===== config.mk =====
export PLATFORM = sky130hd
export DESIGN_NAME = clipped_line_pixel_generator_core
export DESIGN_NICKNAME = d
export VERILOG_FILES = /design/src/rtl/clp_pkg.sv /design/src/rtl/clp_cfg_regs.sv /design/src/rtl/clp_frame_test.sv /design/src/rtl/clp_line_state.sv /design/src/rtl/clipped_line_pixel_generator_core.sv
export SDC_FILE = /design/constraint.sdc
export NUM_CORES = 1
export LEC_CHECK = 0
export BUFFER_PORTS_ARGS = -buffer_cell sky130_fd_sc_hd__clkbuf_2
export CAP_MARGIN = 20
export CORE_ASPECT_RATIO = 0.75
export CORE_MARGIN = 8
export CORE_UTILIZATION = 53
export CTS_CLUSTER_SIZE = 30
export DETAILED_ROUTE_END_ITERATION = 7
export PLACE_DENSITY = 0.82
export SETUP_SLACK_MARGIN = 0.2
export SYNTH_ARGS = -nofsm -noshare
export SYNTH_HDL_FRONTEND = slang
export SYNTH_SLANG_ARGS = --single-unit

===== constraint.sdc =====
create_clock -name clk -period 8 [get_ports clk]
set_input_delay 1.6 -clock clk [delete_from_list [all_inputs] [get_ports clk]]
set_output_delay 1.6 -clock clk [all_outputs]
set_load 0.02 [all_outputs]

===== src/rtl/clp_pkg.sv =====
`timescale 1ns / 1ps
// Shared types and constants for the clipped line pixel generator.
// No dependencies; every other file refers to this package by scoped names.
package clp_pkg;

    localparam int COORD_W = 16;
    localparam int FRAME_W = 13;
    localparam int ADDR_W  = 24;
    localparam int COLOR_W = 32;
    localparam int DELTA_W = COORD_W + 2;
    localparam int ERR_W   = COORD_W + 3;
    localparam int E2_W    = COORD_W + 4;
    localparam int CMP_W   = ((COORD_W > FRAME_W) ? COORD_W : FRAME_W) + 1;
    localparam int PROD_W  = 2 * FRAME_W;

    localparam logic [FRAME_W-1:0] FRAME_WIDTH_RESET  = FRAME_W'(640);
    localparam logic [FRAME_W-1:0] FRAME_HEIGHT_RESET = FRAME_W'(480);

    // operation codes
    localparam logic OP_START = 1'b0;
    localparam logic OP_STEP  = 1'b1;

    // configuration register indexes
    localparam logic CFG_FRAME_WIDTH  = 1'b0;
    localparam logic CFG_FRAME_HEIGHT = 1'b1;

    typedef struct packed {
        logic                      op;
        logic signed [COORD_W-1:0] start_x;
        logic signed [COORD_W-1:0] start_y;
        logic signed [COORD_W-1:0] end_x;
        logic signed [COORD_W-1:0] end_y;
        logic [COLOR_W-1:0]        line_color;
    } item_word_t;

    typedef struct packed {
        logic [ADDR_W-1:0]  pixel_address;
        logic [COLOR_W-1:0] pixel_value;
        logic               write_enable;
        logic               last;
    } pixel_word_t;

    typedef struct packed {
        logic [FRAME_W-1:0] width;
        logic [FRAME_W-1:0] height;
    } frame_cfg_t;

    typedef struct packed {
        logic active;
        logic emit;
    } line_status_t;

endpackage


===== src/rtl/clp_cfg_regs.sv =====
`timescale 1ns / 1ps
// Frame size registers written through the configuration port.
// Depends on clp_pkg.
module clp_cfg_regs (
    input  logic                        clk,
    input  logic                        rst_n,
    input  logic                        cfg_valid,
    output logic                        cfg_ready,
    input  logic                        cfg_index,
    input  logic [clp_pkg::FRAME_W-1:0] cfg_data,
    output clp_pkg::frame_cfg_t         frame
);

    logic [clp_pkg::FRAME_W-1:0] width_reg;
    logic [clp_pkg::FRAME_W-1:0] height_reg;

    assign cfg_ready = 1'b1;

    always_ff @(posedge clk or negedge rst_n)
    begin
        if (!rst_n)
        begin
            width_reg  <= clp_pkg::FRAME_WIDTH_RESET;
            height_reg <= clp_pkg::FRAME_HEIGHT_RESET;
        end
        else if (cfg_valid && cfg_ready)
        begin
            case (cfg_index)
                clp_pkg::CFG_FRAME_WIDTH:  width_reg  <= cfg_data;
                clp_pkg::CFG_FRAME_HEIGHT: height_reg <= cfg_data;
                default: ;
            endcase
        end
    end

    assign frame.width  = width_reg;
    assign frame.height = height_reg;

endmodule


===== src/rtl/clp_frame_test.sv =====
`timescale 1ns / 1ps
// Exclusive bounds test of a signed point against the frame size.
// Depends on clp_pkg.
module clp_frame_test (
    input  logic signed [clp_pkg::COORD_W-1:0] x,
    input  logic signed [clp_pkg::COORD_W-1:0] y,
    input  clp_pkg::frame_cfg_t                frame,
    output logic                               in_bounds
);

    logic [clp_pkg::CMP_W-1:0] x_ext;
    logic [clp_pkg::CMP_W-1:0] y_ext;

    assign x_ext = clp_pkg::CMP_W'($unsigned(x));
    assign y_ext = clp_pkg::CMP_W'($unsigned(y));

    assign in_bounds = !x[clp_pkg::COORD_W-1] && !y[clp_pkg::COORD_W-1]
                    && (x_ext < clp_pkg::CMP_W'(frame.width))
                    && (y_ext < clp_pkg::CMP_W'(frame.height));

endmodule


===== src/rtl/clp_line_state.sv =====
`timescale 1ns / 1ps
// Line state registers and the combinational Bresenham step / line load logic.
// Depends on clp_pkg and clp_frame_test.
module clp_line_state (
    input  logic                   clk,
    input  logic                   rst_n,
    input  logic                   advance,
    input  clp_pkg::item_word_t    item,
    input  clp_pkg::frame_cfg_t    frame,
    output clp_pkg::pixel_word_t   result,
    output clp_pkg::line_status_t  status
);

    localparam int CW = clp_pkg::COORD_W;
    localparam int DW = clp_pkg::DELTA_W;
    localparam int EW = clp_pkg::ERR_W;
    localparam int E2W = clp_pkg::E2_W;

    logic signed [CW-1:0]  cur_x_reg, cur_x_next;
    logic signed [CW-1:0]  cur_y_reg, cur_y_next;
    logic signed [CW-1:0]  target_x_reg, target_x_next;
    logic signed [CW-1:0]  target_y_reg, target_y_next;
    logic signed [DW-1:0]  delta_x_reg, delta_x_next;
    logic signed [DW-1:0]  delta_y_neg_reg, delta_y_neg_next;
    logic signed [EW-1:0]  error_term_reg, error_term_next;
    logic                  step_x_neg_reg, step_x_neg_next;
    logic                  step_y_neg_reg, step_y_neg_next;
    logic [clp_pkg::COLOR_W-1:0] held_color_reg, held_color_next;
    logic                  line_active_reg, line_active_next;

    logic                  start_inside;
    logic                  cur_inside;
    logic                  at_end;
    logic signed [DW-1:0]  sx_ext, sy_ext, ex_ext, ey_ext;
    logic signed [DW-1:0]  dx_start, dyn_start;
    logic signed [E2W-1:0] e2;
    logic                  move_x, move_y;
    logic signed [E2W-1:0] err_sum;
    logic [clp_pkg::CMP_W-1:0]  x_ext, y_ext;
    logic [clp_pkg::PROD_W-1:0] row_base;
    logic [clp_pkg::PROD_W-1:0] lin_addr;

    clp_frame_test u_start_test (
        .x         (item.start_x),
        .y         (item.start_y),
        .frame     (frame),
        .in_bounds (start_inside)
    );

    clp_frame_test u_cur_test (
        .x         (cur_x_reg),
        .y         (cur_y_reg),
        .frame     (frame),
        .in_bounds (cur_inside)
    );

    // line load terms
    assign sx_ext    = DW'(item.start_x);
    assign sy_ext    = DW'(item.start_y);
    assign ex_ext    = DW'(item.end_x);
    assign ey_ext    = DW'(item.end_y);
    assign dx_start  = (ex_ext > sx_ext) ? (ex_ext - sx_ext) : (sx_ext - ex_ext);
    assign dyn_start = (ey_ext > sy_ext) ? (sy_ext - ey_ext) : (ey_ext - sy_ext);

    // step terms
    assign at_end  = (cur_x_reg == target_x_reg) && (cur_y_reg == target_y_reg);
    assign e2      = E2W'(error_term_reg) <<< 1;
    assign move_x  = (e2 >= E2W'(delta_y_neg_reg));
    assign move_y  = (e2 <= E2W'(delta_x_reg));
    assign err_sum = E2W'(error_term_reg)
                   + (move_x ? E2W'(delta_y_neg_reg) : E2W'(0))
                   + (move_y ? E2W'(delta_x_reg) : E2W'(0));

    // address of the current pixel; only in-frame pixels carry one
    assign x_ext    = clp_pkg::CMP_W'($unsigned(cur_x_reg));
    assign y_ext    = clp_pkg::CMP_W'($unsigned(cur_y_reg));
    assign row_base = clp_pkg::PROD_W'(y_ext[clp_pkg::FRAME_W-1:0])
                    * clp_pkg::PROD_W'(frame.width);
    assign lin_addr = row_base + clp_pkg::PROD_W'(x_ext[clp_pkg::FRAME_W-1:0]);

    always_comb
    begin
        result.pixel_address = cur_inside ? lin_addr[clp_pkg::ADDR_W-1:0]
                                          : '0;
        result.pixel_value   = held_color_reg;
        result.write_enable  = cur_inside;
        result.last          = at_end;
    end

    assign status.active = line_active_reg;
    assign status.emit   = (item.op == clp_pkg::OP_STEP) && line_active_reg;

    always_comb
    begin
        cur_x_next       = cur_x_reg;
        cur_y_next       = cur_y_reg;
        target_x_next    = target_x_reg;
        target_y_next    = target_y_reg;
        delta_x_next     = delta_x_reg;
        delta_y_neg_next = delta_y_neg_reg;
        error_term_next  = error_term_reg;
        step_x_neg_next  = step_x_neg_reg;
        step_y_neg_next  = step_y_neg_reg;
        held_color_next  = held_color_reg;
        line_active_next = line_active_reg;
        if (advance)
        begin
            case (item.op)
                clp_pkg::OP_START:
                begin
                    if (!start_inside)
                    begin
                        line_active_next = 1'b0;
                    end
                    else
                    begin
                        cur_x_next       = item.start_x;
                        cur_y_next       = item.start_y;
                        target_x_next    = item.end_x;
                        target_y_next    = item.end_y;
                        delta_x_next     = dx_start;
                        delta_y_neg_next = dyn_start;
                        step_x_neg_next  = !(item.start_x < item.end_x);
                        step_y_neg_next  = !(item.start_y < item.end_y);
                        error_term_next  = EW'(dx_start) + EW'(dyn_start);
                        held_color_next  = item.line_color;
                        line_active_next = 1'b1;
                    end
                end
                clp_pkg::OP_STEP:
                begin
                    if (line_active_reg)
                    begin
                        if (at_end)
                        begin
                            line_active_next = 1'b0;
                        end
                        else
                        begin
                            error_term_next = EW'(err_sum);
                            if (move_x)
                                cur_x_next = step_x_neg_reg ? cur_x_reg - CW'(1)
                                                            : cur_x_reg + CW'(1);
                            if (move_y)
                                cur_y_next = step_y_neg_reg ? cur_y_reg - CW'(1)
                                                            : cur_y_reg + CW'(1);
                        end
                    end
                end
                default: ;
            endcase
        end
    end

    always_ff @(posedge clk or negedge rst_n)
    begin
        if (!rst_n)
        begin
            cur_x_reg       <= '0;
            cur_y_reg       <= '0;
            target_x_reg    <= '0;
            target_y_reg    <= '0;
            delta_x_reg     <= '0;
            delta_y_neg_reg <= '0;
            error_term_reg  <= '0;
            step_x_neg_reg  <= 1'b0;
            step_y_neg_reg  <= 1'b0;
            held_color_reg  <= '0;
            line_active_reg <= 1'b0;
        end
        else
        begin
            cur_x_reg       <= cur_x_next;
            cur_y_reg       <= cur_y_next;
            target_x_reg    <= target_x_next;
            target_y_reg    <= target_y_next;
            delta_x_reg     <= delta_x_next;
            delta_y_neg_reg <= delta_y_neg_next;
            error_term_reg  <= error_term_next;
            step_x_neg_reg  <= step_x_neg_next;
            step_y_neg_reg  <= step_y_neg_next;
            held_color_reg  <= held_color_next;
            line_active_reg <= line_active_next;
        end
    end

endmodule


===== src/rtl/clipped_line_pixel_generator_core.sv =====
`timescale 1ns / 1ps
// Clipped Bresenham line pixel generator, top level.
// Path: a step word is held in the input register, then retired into the result
//   register and presented on pixel. Throughput: one word per cycle while pixel_stall
//   is low, set by the combinational error update and the 13x13 address multiply.
// Reset: frame 640 x 480, no line active, input and result registers empty.
// Depends on clp_pkg, clp_cfg_regs, clp_frame_test and clp_line_state.
module clipped_line_pixel_generator_core (
    input  logic                        clk,
    input  logic                        rst_n,
    // item channel
    input  logic                        item_valid,
    output logic                        item_stall,
    input  clp_pkg::item_word_t         item,
    // pixel channel
    output logic                        pixel_valid,
    input  logic                        pixel_stall,
    output clp_pkg::pixel_word_t        pixel,
    // configuration write channel
    input  logic                        cfg_valid,
    output logic                        cfg_ready,
    input  logic                        cfg_index,
    input  logic [clp_pkg::FRAME_W-1:0] cfg_data
);

    clp_pkg::frame_cfg_t   frame;
    clp_pkg::pixel_word_t  step_result;
    clp_pkg::line_status_t line_status;

    logic                  hold_valid_reg, hold_valid_next;
    clp_pkg::item_word_t   hold_word_reg;
    logic                  out_valid_reg, out_valid_next;
    clp_pkg::pixel_word_t  out_word_reg;

    logic                  accept;
    logic                  out_free;
    logic                  advance;

    clp_cfg_regs u_cfg (
        .clk       (clk),
        .rst_n     (rst_n),
        .cfg_valid (cfg_valid),
        .cfg_ready (cfg_ready),
        .cfg_index (cfg_index),
        .cfg_data  (cfg_data),
        .frame     (frame)
    );

    // The held item is retired into the line state when the result slot can
    // take a word; this also applies the item's state change in that cycle.
    clp_line_state u_line (
        .clk     (clk),
        .rst_n   (rst_n),
        .advance (advance),
        .item    (hold_word_reg),
        .frame   (frame),
        .result  (step_result),
        .status  (line_status)
    );

    // Result slot is free when empty or being drained this cycle.
    assign out_free   = !out_valid_reg || !pixel_stall;
    assign advance    = hold_valid_reg && out_free;
    // Stall input only while the held word cannot move on.
    assign item_stall = hold_valid_reg && !out_free;
    assign accept     = item_valid && !item_stall;

    always_comb
    begin
        hold_valid_next = hold_valid_reg;
        if (accept)
            hold_valid_next = 1'b1;
        else if (advance)
            hold_valid_next = 1'b0;
    end

    always_comb
    begin
        out_valid_next = out_valid_reg;
        if (out_free)
            out_valid_next = advance && line_status.emit;
    end

    always_ff @(posedge clk or negedge rst_n)
    begin
        if (!rst_n)
        begin
            hold_valid_reg <= 1'b0;
            out_valid_reg  <= 1'b0;
        end
        else
        begin
            hold_valid_reg <= hold_valid_next;
            out_valid_reg  <= out_valid_next;
        end
    end

    // Payload registers: load on handshake, hold otherwise.
    always_ff @(posedge clk)
    begin
        if (accept)
            hold_word_reg <= item;
        if (advance && line_status.emit)
            out_word_reg <= step_result;
    end

    assign pixel_valid = out_valid_reg;
    assign pixel       = out_word_reg;

    // A new pixel word only appears after a held step word was retired.
    assert property (@(posedge clk) disable iff (!rst_n)
        $rose(out_valid_reg) |-> $past(advance && line_status.emit))
        else $error("pixel word appeared without a retired step word");

    // Retiring the end point pixel closes the line.
    assert property (@(posedge clk) disable iff (!rst_n)
        (advance && line_status.emit && step_result.last) |=> !line_status.active)
        else $error("line still active after its end point");

    // Off-frame pixels carry a zero address.
    assert property (@(posedge clk) disable iff (!rst_n)
        pixel_valid |-> (pixel.write_enable || (pixel.pixel_address == '0)))
        else $error("off-frame pixel with nonzero address");

endmodule

==> reports/metrics.cfg <==
[critical_path]
timing_worst_setup_path_type=flip-flop to flip-flop
cp-start-kind=flip-flop
cpPeakStageDelay_ps=640
worst_path_dominant_cell_family=adder cells
path_cells=and2_1 -> fa_1 -> inv_1 -> fa_1 -> inv_1 -> fa_1 -> inv_1 -> fa_1 -> inv_1 -> fa_1 -> inv_1 -> fa_1 -> inv_1 -> ha_1 -> o21ai_0 -> a21oi_1 -> o41ai_1 -> buf_4 -> o21ai_0 -> a221o_1 -> or3_1 -> and3_1
cp.depth=22
rr_worst_depth=22
cp_num_buf_inv=7
arrival_ps=6870
crit_slowest_cell=dfrtp_1
cp.required_ps=8310
end_kind=flip-flop
critPathMaxFanout=17

[detailed_routing]
first_iter_violations=1900
drt-total-wl_um=72330
wire_per_inst_um=20.18
viasPerCell=5.775
first_pass_iters=6
drcViolationCount=0
ant_nets=0
vias=20700

[placed_design]
place_congestion=0.9929
dpl-instance-area_um2=28040
place_ws_ps=1493
dp_hpwl_um=55820
io_buffers=175

[finish]
area_growth_pct=10.32
drive_gt1_frac=0.1111
fin_nets=3460
fin_area_um2=29340
layout_commonest_cell=inv_1
n_fill_cell=4134
ff_latch_area_um2=9166
largest_reg_flops=97
multi_input_area_um2=15640
final_cell_mix=inv_1, nand2_1, ha_1

[cts]
htree_levels=2
clk_latency_ps=590
numCtsBuffers=38
cts_root_buffer=clkbuf_16
cts_sinks=335
path_clk_slew_ps=70
ctsResizeCount=0
cts_setup_buffers=0
cts_buffer_depth=3
cts_tree=done
cts_hold_buf=0

[logic_synthesis]
avgSynthCellArea_um2=9.650
synthFlopType=dfrtp_1
syn_inst=2756
yosysWarnings=0
ys_ff_latch=335
syn_area_um2=26600
synthArstFlopShare=0.5373
synth_cell_types=82
yosysSeqAreaShare=0.3447
syn-num-nets=3321
synth_edf_count=155

[outcome]
status=complete, no violations

[die]
dieArea_um2=57680
coreArea_um2=49840
die_h_um=210.0
num_rows=71
io_pins=177
start_util=0.5337
dieWidth_um=274.7

[timing]
rsz0062_at_grt=no
worstMarginPinSlew_ps=1107
drv_slew=0
setup_ws_ps=1442
fin_crit_ps=6558
setup_tns_ps=0
hold_viol=0
max_freq_mhz=152.5
maxSlewHeadroom=0.2574
fin_crit_sh=0.8198
clock_skew_ps=33.66
setup_viol_count_final=0

[global_route]
grt_pass1_wl_um=114500
grt_util_all_layers=0.2492
overflow=0
antenna_found_initial=4
grt_pass1_vias=20840
grt_max_degree=105

[power_and_ir_drop]
powerDensity_nw_per_um2=256.5
ir_worst_vdd_v=0.0002137
leakagePower_nw=14.72

[hold_path]
hold_depth=0
hold_path_class=flip-flop to flip-flop

[job]
maxCapViolCount=0

## cells in the mapped netlist, types with 4 or more instances
cell type / number / area, um^2
nor2_1: 141 / 529.3
o221ai_1: 5 / 43.79
fa_1: 155 / 3103
o21bai_1: 8 / 60.06
o211ai_1: 14 / 105.1
dfstp_2: 6 / 157.7
or2_2: 4 / 25.02
o21a_1: 17 / 127.6
nor3_1: 33 / 165.2
xnor2_1: 69 / 604.3
o41ai_1: 4 / 35.03
nand3b_1: 4 / 30.03
nor4_1: 16 / 100.1
or3_1: 13 / 81.33
nand2b_1: 18 / 112.6
edfxtp_1: 155 / 4654
buf_4: 5 / 37.54
nand3_1: 31 / 155.2
nand4_1: 20 / 125.1
a211oi_1: 19 / 142.6
o21ai_0: 146 / 730.7
o31ai_1: 6 / 45.04
mux2_2: 37 / 416.7
clkbuf_1: 68 / 255.2
dfrtp_1: 174 / 4354
a21boi_0: 10 / 75.07
a21o_1: 72 / 540.5
and2_1: 77 / 481.7
inv_1: 366 / 1374
nand2_1: 353 / 1325
a211o_1: 5 / 43.79
a21oi_1: 155 / 775.7
o2111ai_1: 6 / 52.55
and3_1: 14 / 87.58
buf_2: 15 / 75.07
nor2b_1: 24 / 150.1
mux2i_1: 38 / 380.4
nor3b_1: 4 / 30.03
ha_1: 294 / 3679
xor2_1: 67 / 586.8
o22ai_1: 4 / 25.02
clkinv_1: 4 / 15.01
a31oi_1: 19 / 118.9
## through the flow
| step | total power, W | utilization | std cells | hold WS, ps |
|---|---|---|---|---|
| global route | 0.008022 | 0.5886 | 3582 | 449.9 |
| floorplan | 0.004735 | - | 2756 | 414.6 |
| finish | 0.007526 | 0.5887 | 3584 | 436.7 |
| CTS | 0.007500 | 0.5886 | 3582 | 434.7 |
| global placement | 0.005495 | 0.5627 | 3512 | 420.9 |
| detailed placement | 0.005638 | 0.5627 | 3512 | 426.2 |
## where the power goes
part	switching, W	internal (W)	leakage, nW
registers	0.000237	0.00197	3.85
logic	0.00206	0.00144	10.3
clock network	0.000802	0.00101	0.612
## cells by family (layout without fill, tap and decap cells)
group           after synthesis  after routing  share of synthesized area
fa+ha+maj                   449            449                     0.2550
flops                       335            335                     0.3447
buf+inv                     465            634                    0.06803
xor+xnor                    136            136                    0.04479
simple gates                763            763                     0.1322
compound gates              529            529                     0.1237
mux                          78             78                    0.03152
other cells                   1              3                  0.0001410
## path summary, 6_finish.rpt
kind                                                      start  slack (ps)                                     to
max                             u_line.cur_y_reg[6]$_DFFE_PN0P_        1440                pixel[55]$_SDFFCE_PN0P_
min                        u_line.held_color_reg[4]$_DFFE_PN0P_         440                     pixel[6]$_DFFE_PP_
max reg2reg                     u_line.cur_y_reg[6]$_DFFE_PN0P_        1440                pixel[55]$_SDFFCE_PN0P_
min reg2reg                u_line.held_color_reg[4]$_DFFE_PN0P_         440                     pixel[6]$_DFFE_PP_
max in group asynchronous                                 rst_n        5500     u_line.target_y_reg[3]$_DFFE_PN0P_
min in group asynchronous                                 rst_n        1100  u_line.held_color_reg[30]$_DFFE_PN0P_
## layer usage
metal / vias to the layer above / global-route usage / wire length (um)
li1: 9554 / - / -
met1: 10080 / 0.3587 / 32070
met2: 900 / 0.3696 / 30750
met3: 159 / 0.05515 / 6994
met4: 8 / 0.08561 / 2485
met5: - / 0 / 40
## cell type report
| cell class | instances | share of cell area |
|---|---|---|
| sequential | 335 | 0.3124 |
| timing repair buffer | 194 | 0.03493 |
| inverter | 370 | 0.04733 |
| tap | 657 | 0.02802 |
| clock inverter | 24 | 0.008955 |
| multi-input combinational | 1956 | 0.5330 |
| clock buffer | 46 | 0.03518 |
| antenna | 2 | 0.0001706 |
Power figures use the tool's default switching activity.
